## src/sha512_pkg.sv

```systemverilog
// Shared constants, types and round functions for the SHA-512 engine.
package sha512_pkg;

    localparam int unsigned WORD_W = 64;

    typedef logic [63:0] word_t;

    localparam word_t INIT_H0 = 64'h6a09e667f3bcc908;
    localparam word_t INIT_H1 = 64'hbb67ae8584caa73b;
    localparam word_t INIT_H2 = 64'h3c6ef372fe94f82b;
    localparam word_t INIT_H3 = 64'ha54ff53a5f1d36f1;
    localparam word_t INIT_H4 = 64'h510e527fade682d1;
    localparam word_t INIT_H5 = 64'h9b05688c2b3e6c1f;
    localparam word_t INIT_H6 = 64'h1f83d9abfb41bd6b;
    localparam word_t INIT_H7 = 64'h5be0cd19137e2179;

    localparam logic [7:0] PAD_BYTE = 8'h80;

    // Commands from the sequencer to the round datapath.
    typedef struct packed {
        logic load;      // copy chaining words into working registers
        logic round_en;  // run one round
        logic fold;      // add working registers into chaining words
        logic reinit;    // restore the initial hash
    } rnd_ctrl_t;

    function automatic word_t rotr(input word_t x, input int unsigned n);
        rotr = (x >> n) | (x << (64 - n));
    endfunction

    function automatic word_t sig0(input word_t x);
        sig0 = rotr(x, 1) ^ rotr(x, 8) ^ (x >> 7);
    endfunction

    function automatic word_t sig1(input word_t x);
        sig1 = rotr(x, 19) ^ rotr(x, 61) ^ (x >> 6);
    endfunction

    function automatic word_t bsig0(input word_t x);
        bsig0 = rotr(x, 28) ^ rotr(x, 34) ^ rotr(x, 39);
    endfunction

    function automatic word_t bsig1(input word_t x);
        bsig1 = rotr(x, 14) ^ rotr(x, 18) ^ rotr(x, 41);
    endfunction

    function automatic word_t round_k(input logic [6:0] i);
        case (i)
            7'd0: round_k = 64'h428a2f98d728ae22;  7'd1: round_k = 64'h7137449123ef65cd;
            7'd2: round_k = 64'hb5c0fbcfec4d3b2f;  7'd3: round_k = 64'he9b5dba58189dbbc;
            7'd4: round_k = 64'h3956c25bf348b538;  7'd5: round_k = 64'h59f111f1b605d019;
            7'd6: round_k = 64'h923f82a4af194f9b;  7'd7: round_k = 64'hab1c5ed5da6d8118;
            7'd8: round_k = 64'hd807aa98a3030242;  7'd9: round_k = 64'h12835b0145706fbe;
            7'd10: round_k = 64'h243185be4ee4b28c; 7'd11: round_k = 64'h550c7dc3d5ffb4e2;
            7'd12: round_k = 64'h72be5d74f27b896f; 7'd13: round_k = 64'h80deb1fe3b1696b1;
            7'd14: round_k = 64'h9bdc06a725c71235; 7'd15: round_k = 64'hc19bf174cf692694;
            7'd16: round_k = 64'he49b69c19ef14ad2; 7'd17: round_k = 64'hefbe4786384f25e3;
            7'd18: round_k = 64'h0fc19dc68b8cd5b5; 7'd19: round_k = 64'h240ca1cc77ac9c65;
            7'd20: round_k = 64'h2de92c6f592b0275; 7'd21: round_k = 64'h4a7484aa6ea6e483;
            7'd22: round_k = 64'h5cb0a9dcbd41fbd4; 7'd23: round_k = 64'h76f988da831153b5;
            7'd24: round_k = 64'h983e5152ee66dfab; 7'd25: round_k = 64'ha831c66d2db43210;
            7'd26: round_k = 64'hb00327c898fb213f; 7'd27: round_k = 64'hbf597fc7beef0ee4;
            7'd28: round_k = 64'hc6e00bf33da88fc2; 7'd29: round_k = 64'hd5a79147930aa725;
            7'd30: round_k = 64'h06ca6351e003826f; 7'd31: round_k = 64'h142929670a0e6e70;
            7'd32: round_k = 64'h27b70a8546d22ffc; 7'd33: round_k = 64'h2e1b21385c26c926;
            7'd34: round_k = 64'h4d2c6dfc5ac42aed; 7'd35: round_k = 64'h53380d139d95b3df;
            7'd36: round_k = 64'h650a73548baf63de; 7'd37: round_k = 64'h766a0abb3c77b2a8;
            7'd38: round_k = 64'h81c2c92e47edaee6; 7'd39: round_k = 64'h92722c851482353b;
            7'd40: round_k = 64'ha2bfe8a14cf10364; 7'd41: round_k = 64'ha81a664bbc423001;
            7'd42: round_k = 64'hc24b8b70d0f89791; 7'd43: round_k = 64'hc76c51a30654be30;
            7'd44: round_k = 64'hd192e819d6ef5218; 7'd45: round_k = 64'hd69906245565a910;
            7'd46: round_k = 64'hf40e35855771202a; 7'd47: round_k = 64'h106aa07032bbd1b8;
            7'd48: round_k = 64'h19a4c116b8d2d0c8; 7'd49: round_k = 64'h1e376c085141ab53;
            7'd50: round_k = 64'h2748774cdf8eeb99; 7'd51: round_k = 64'h34b0bcb5e19b48a8;
            7'd52: round_k = 64'h391c0cb3c5c95a63; 7'd53: round_k = 64'h4ed8aa4ae3418acb;
            7'd54: round_k = 64'h5b9cca4f7763e373; 7'd55: round_k = 64'h682e6ff3d6b2b8a3;
            7'd56: round_k = 64'h748f82ee5defb2fc; 7'd57: round_k = 64'h78a5636f43172f60;
            7'd58: round_k = 64'h84c87814a1f0ab72; 7'd59: round_k = 64'h8cc702081a6439ec;
            7'd60: round_k = 64'h90befffa23631e28; 7'd61: round_k = 64'ha4506cebde82bde9;
            7'd62: round_k = 64'hbef9a3f7b2c67915; 7'd63: round_k = 64'hc67178f2e372532b;
            7'd64: round_k = 64'hca273eceea26619c; 7'd65: round_k = 64'hd186b8c721c0c207;
            7'd66: round_k = 64'heada7dd6cde0eb1e; 7'd67: round_k = 64'hf57d4f7fee6ed178;
            7'd68: round_k = 64'h06f067aa72176fba; 7'd69: round_k = 64'h0a637dc5a2c898a6;
            7'd70: round_k = 64'h113f9804bef90dae; 7'd71: round_k = 64'h1b710b35131c471b;
            7'd72: round_k = 64'h28db77f523047d84; 7'd73: round_k = 64'h32caab7b40c72493;
            7'd74: round_k = 64'h3c9ebe0a15c9bebc; 7'd75: round_k = 64'h431d67c49c100d4c;
            7'd76: round_k = 64'h4cc5d4becb3e42b6; 7'd77: round_k = 64'h597f299cfc657e2a;
            7'd78: round_k = 64'h5fcb6fab3ad6faec; 7'd79: round_k = 64'h6c44198c4a475817;
            default: round_k = '0;
        endcase
    endfunction

endpackage

```

## src/sha512_sched.sv

```systemverilog
// Message schedule held in a 16-entry shift window, shifted once per round.
module sha512_sched
(
    input  logic                clk,
    input  logic                wr_en,      // external word write
    input  logic [3:0]          wr_addr,
    input  sha512_pkg::word_t   wr_data,
    input  logic                rnd_en,     // a round consumes w[t]
    input  logic [6:0]          rnd_t,
    output sha512_pkg::word_t   w_out
);
    // Four read ports realized as register copies of the same write stream
    // would be one option; here the window lives in a 16-deep shift line,
    // which each round reads at fixed taps.
    sha512_pkg::word_t win_reg [16];
    sha512_pkg::word_t new_w;

    assign new_w = win_reg[0] + sha512_pkg::sig0(win_reg[1]) + win_reg[9]
                 + sha512_pkg::sig1(win_reg[14]);
    assign w_out = win_reg[0];

    always_ff @(posedge clk)
    begin
        if (wr_en)
        begin
            win_reg[wr_addr] <= wr_data;
        end
        else if (rnd_en)
        begin
            for (int i = 0; i < 15; i++)
            begin
                win_reg[i] <= win_reg[i + 1];
            end
            win_reg[15] <= (rnd_t < 7'd64) ? new_w : win_reg[0];
        end
    end
endmodule

```

## config.mk

```make
export PLATFORM = sky130hd
export DESIGN_NAME = sha512_sched
export DESIGN_NICKNAME = d
export VERILOG_FILES = /design/src/sha512_pkg.sv /design/src/sha512_sched.sv
export SDC_FILE = /design/constraint.sdc
export NUM_CORES = 2
export LEC_CHECK = 0
export BUFFER_PORTS_ARGS = -buffer_cell sky130_fd_sc_hd__buf_2
export CAP_MARGIN = 20
export CORE_MARGIN = 1.5
export CORE_UTILIZATION = 65
export DETAILED_ROUTE_END_ITERATION = 6
export PLACE_DENSITY = 0.83
export SLEW_MARGIN = 20
export SYNTH_ARGS = -nofsm -noshare
export SYNTH_HDL_FRONTEND = slang
export SYNTH_SLANG_ARGS = --single-unit
```

## constraint.sdc

```tcl
create_clock -name clk -period 15.6 [get_ports clk]
set_input_delay 0.78 -clock clk [delete_from_list [all_inputs] [get_ports clk]]
set_output_delay 0.78 -clock clk [all_outputs]
set_load 0.02 [all_outputs]
```

[Word level (Yosys, flattened, before mapping)]
Memory sizes are Yosys's and may differ from the RTL's.
Cells that the tools add are included.
W data, S select, Z words.
Word-level totals
  memories kept: 1
  output and inout port bits: 64
  register bits: 0
  bits in writable memories: 1024
  input port bits: 78
  logic and storage cells: 23
Operators by class
  reductions and logical operators: 1
  order comparisons: 1
  bitwise logic cells: 8
  add/sub/neg operators: 3
  muxes and demuxes: 9
Memories
  win_reg: words 16, width 64, rd ports 16, clocked after Yosys merged registers in 0, write ports 16, RTL line sha512_sched.sv:15  | sha512_pkg::word_t win_reg [16];
Operators by type and width (count)
  $add A64 B64 Y64: 3
  $mux W64: 2
  $xor A64 B64 Y64: 2
  $or A3 B64 Y64: 1
  $or A45 B64 Y64: 1
  $or A56 B64 Y64: 1
  $or A63 B64 Y64: 1
  $reduce_or A64 Y1: 1
  $xor A64 B57 Y64: 1
  $xor A64 B58 Y64: 1
  $lt A7 B7 Y1 const B: 1
  $mux W1: 6
  $mux W4: 1

[Longest topological paths before layout]
  word-level depth: 7
  gate-level depth with buffers: 20
  mapped depth without buffers: 20

[Least setup slack after synthesis]
OpenSTA, ideal clock, no wires.
  path type: input port to flip-flop
  start point: input port wr_addr[2]
  end point: memory win_reg[1][0] (netlist name) (enable)
  setup slack: 9410 ps
  required time: 15026 ps
  data arrival time: 5616 ps
  cell stages on the path: 2
  path through: or2_2 > o21ai_0
RTL lines
  start, declared: RTL line sha512_sched.sv:6  | input logic [3:0] wr_addr,
  end, declared: RTL line sha512_sched.sv:15

==> out/results.ini <==
[setup_path]
crit_chain=xnor2_1 -> xnor2_1 -> fa_1 -> inv_1 -> fa_1 -> inv_1 -> ha_1 -> nand2_1 -> o311ai_0 -> nand2b_1 -> o21ai_0 -> a31oi_1 -> a31oi_1 -> o31a_1 -> o21ai_1 -> a21oi_1 -> mux2i_1 -> o21ai_0
cp_top_family=compound AO/OA/AOI/OAI gates
arrival_ns=6.20
worst-setup-path-type=reg2reg
cp-end-kind=register
setup.worst_path.start_class=register
cpPeakStageDelay_ns=0.63
crit_slowest_cell=edfxtp_1
cp.buffers_inverters=2
cp.required_ns=15.98
path_max_fanout=7

[clocking]
cts-root-buf=clkbuf_16
cts_tree=done
ctsResizeCount=0
cts-hold-fix-buffers=0
clkSlewWorstSetupHoldPaths_ns=0.06
cts_buffers=102
htree_levels=3
clockBufferDepth=3
post_cts_buffers=0
clock_sinks=1024
insertion_delay_ns=0.67

[power]
power.switching_mw=2.652
power_mw=8.240
cellPowerDensity_nw_per_um2=151.2
pwr-share-comb_pct=29.4
power_leakage_nw=24.57
power.clock.fraction_pct=29.6
sequentialPowerShare_pct=41.0
internal-power_mw=5.588
switching_share_pct=32.18
vdd_drop_max_v=0.0001073

[layout]
nNetsFinal=3940
area_delta_synth_final_pct=9.395
multi_input_comb_area_um2=17180
fillers=4863
drive_above_1_share_pct=9.016
post-route-util_pct=71.78
antenna_cells=0
seqCellArea_um2=30750
largest_reg_flops=1024

[synth]
syn_area_per_cell_um2=13.51
synth_area_leader_cell=edfxtp_1
synth_common_cells=1,047 x a21o_1, 1,024 x edfxtp_1, 285 x clkbuf_1
ys_seq_elements=1024
synth.yosys.warnings=0
postSynthCellCount=3689
synth-async-reset-ratio_pct=0
netlist.area_leader.share_pct=61.70
yosys-top-cells-area=edfxtp_1 62%, a21o_1 16%, fa_1 5.1%, xnor2_1 4.7%, clkbuf_1 2.1%
synthFlopType=edfxtp_1
netlist_area_um2=49830
synth.distinct_cells=62
synth_nets=3956
synth_edf_count=1024
yosysMostFrequentCell=a21o_1
ys_seq_area_share_pct=61.70

[floorplanning]
coreArea_um2=75950
die_x_um=279.9
die_y_um=279.9
ioPinCount=142
initial_utilization_pct=65.62
die_area_um2=78340
num_rows=101

[route]
ant_nets=0
drc=0
vias=29972
first_iter_violations=3439
wire_per_inst_um=25.18
drt_pass1_iterations=6
avgViaCountPerCell=6.257
drt_wl_total_mm=120.6

[outcome]
status=complete, no violations

[grt]
grt_util_met2_pct=48.28
grt_start_max_net_pins=226
grt_antenna_before_repair=1
met1_usage_pct=45.27
grt_pass1_wl_mm=179.5
top_usage_layer=met2
grt_pass1_vias=28938
grt_usage_pct=30.95
met3_usage_pct=5.071
globalRoute.totalOverflow=0

[place]
dpl.hpwl_mm=78.72
place_congestion=0.9211
pre_cts_ws_ns=9.906
port_buffers=135

[worst_hold_path]
hold_path.class=reg2reg

[timing]
period_share_pct=37.25
skew_ns=0.03463
max_freq_ghz=0.1721
finalHoldViolations=0
holdWs_ns=0.4967
rsz0062_at_grt=false
drv_slew=0
max_slew.worst_pin.slew_ns=1.170
worst_slack_ns=9.789
fin_crit_ns=5.811
setup-violations-final=0
final.setup.tns_ns=0
slew_headroom_pct=21.98

[flow_run]
maxCapViolCount=0

layout by cell type, fill, tap and decap left out, types with 6 or more instances in the layout:
cell type | Yosys | final
and2_1 | 69 | 69
o21a_1 | 6 | 6
fa_1 | 126 | 126
buf_2 | 1 | 134
bufinv_16 | 0 | 9
ha_1 | 63 | 63
and3_1 | 9 | 9
a21oi_1 | 74 | 74
clkbuf_16 | 0 | 105
nor3_1 | 13 | 13
o21ai_4 | 0 | 16
edfxtp_1 | 1024 | 1024
clkinv_2 | 0 | 15
nand2b_1 | 10 | 9
xnor2_1 | 268 | 268
nor2_1 | 27 | 27
xor2_1 | 35 | 35
o21bai_1 | 14 | 14
o21ai_1 | 7 | 7
a21o_1 | 1047 | 1047
nand4_1 | 14 | 14
o21ai_0 | 96 | 80
mux2i_1 | 8 | 8
inv_1 | 272 | 272
a31oi_1 | 17 | 17
buf_4 | 0 | 29
clkinv_1 | 0 | 31
nand3_1 | 21 | 21
clkbuf_1 | 285 | 20
nand2_1 | 110 | 110
cell families after synthesis:
family                   Yosys count  share of synthesized area (%)
AO/OA/AOI/OAI                   1307                          18.93
flip-flops                      1024                          61.70
buffers and inverters            559                          4.216
XOR/XNOR                         303                          5.325
AND/OR/NAND/NOR                  299                          3.018
adder cells (fa/ha/maj)          189                          6.643
multiplexers                       8                         0.1607
routing by layer:
metal | wire, um | vias to the layer above
met3 | 10330 | 227
met4 | 3498 | 0
met2 | 56430 | 1291
met1 | 50330 | 15222
met5 | 0 | -
li1 | - | 13232
stage by stage:
step	instances	area, um2
5_1_grt	4790	54520
4_1_cts	4789	54480
3_3_place_gp	4598	51160
6_report	4790	54520
3_5_place_dp	4598	51160
2_1_floorplan	3689	49830
power by group through the flow:
stage / combinational (mW) / sequential [mW] / clock [mW]
final: 2.43 / 3.38 / 2.44
after global routing: 2.66 / 3.39 / 2.55
after CTS: 2.40 / 3.38 / 2.46
after detailed placement: 2.36 / 3.43 / 0
after global placement: 2.35 / 3.42 / 0
after floorplan: 1.77 / 3.41 / 0
final timing paths:
kind                        start              end  slack [ns]  cells past startpoint
hold / removal    win_reg[10][43]   win_reg[9][43]        0.50                      1
setup reg to reg  win_reg[14][30]  win_reg[15][60]        9.79                     18
hold reg to reg   win_reg[10][43]   win_reg[9][43]        0.50                      1
setup / recovery  win_reg[14][30]  win_reg[15][60]        9.79                     18
final cells by class:
cell class | count | area share [%]
timing repair buffer | 167 | 1.758
multi-input combinational | 2106 | 31.51
clock inverter | 66 | 1.131
clock buffer | 125 | 4.957
tap | 1030 | 2.364
inverter | 272 | 1.873
sequential | 1024 | 56.40
(Power assumes the default switching activity.)
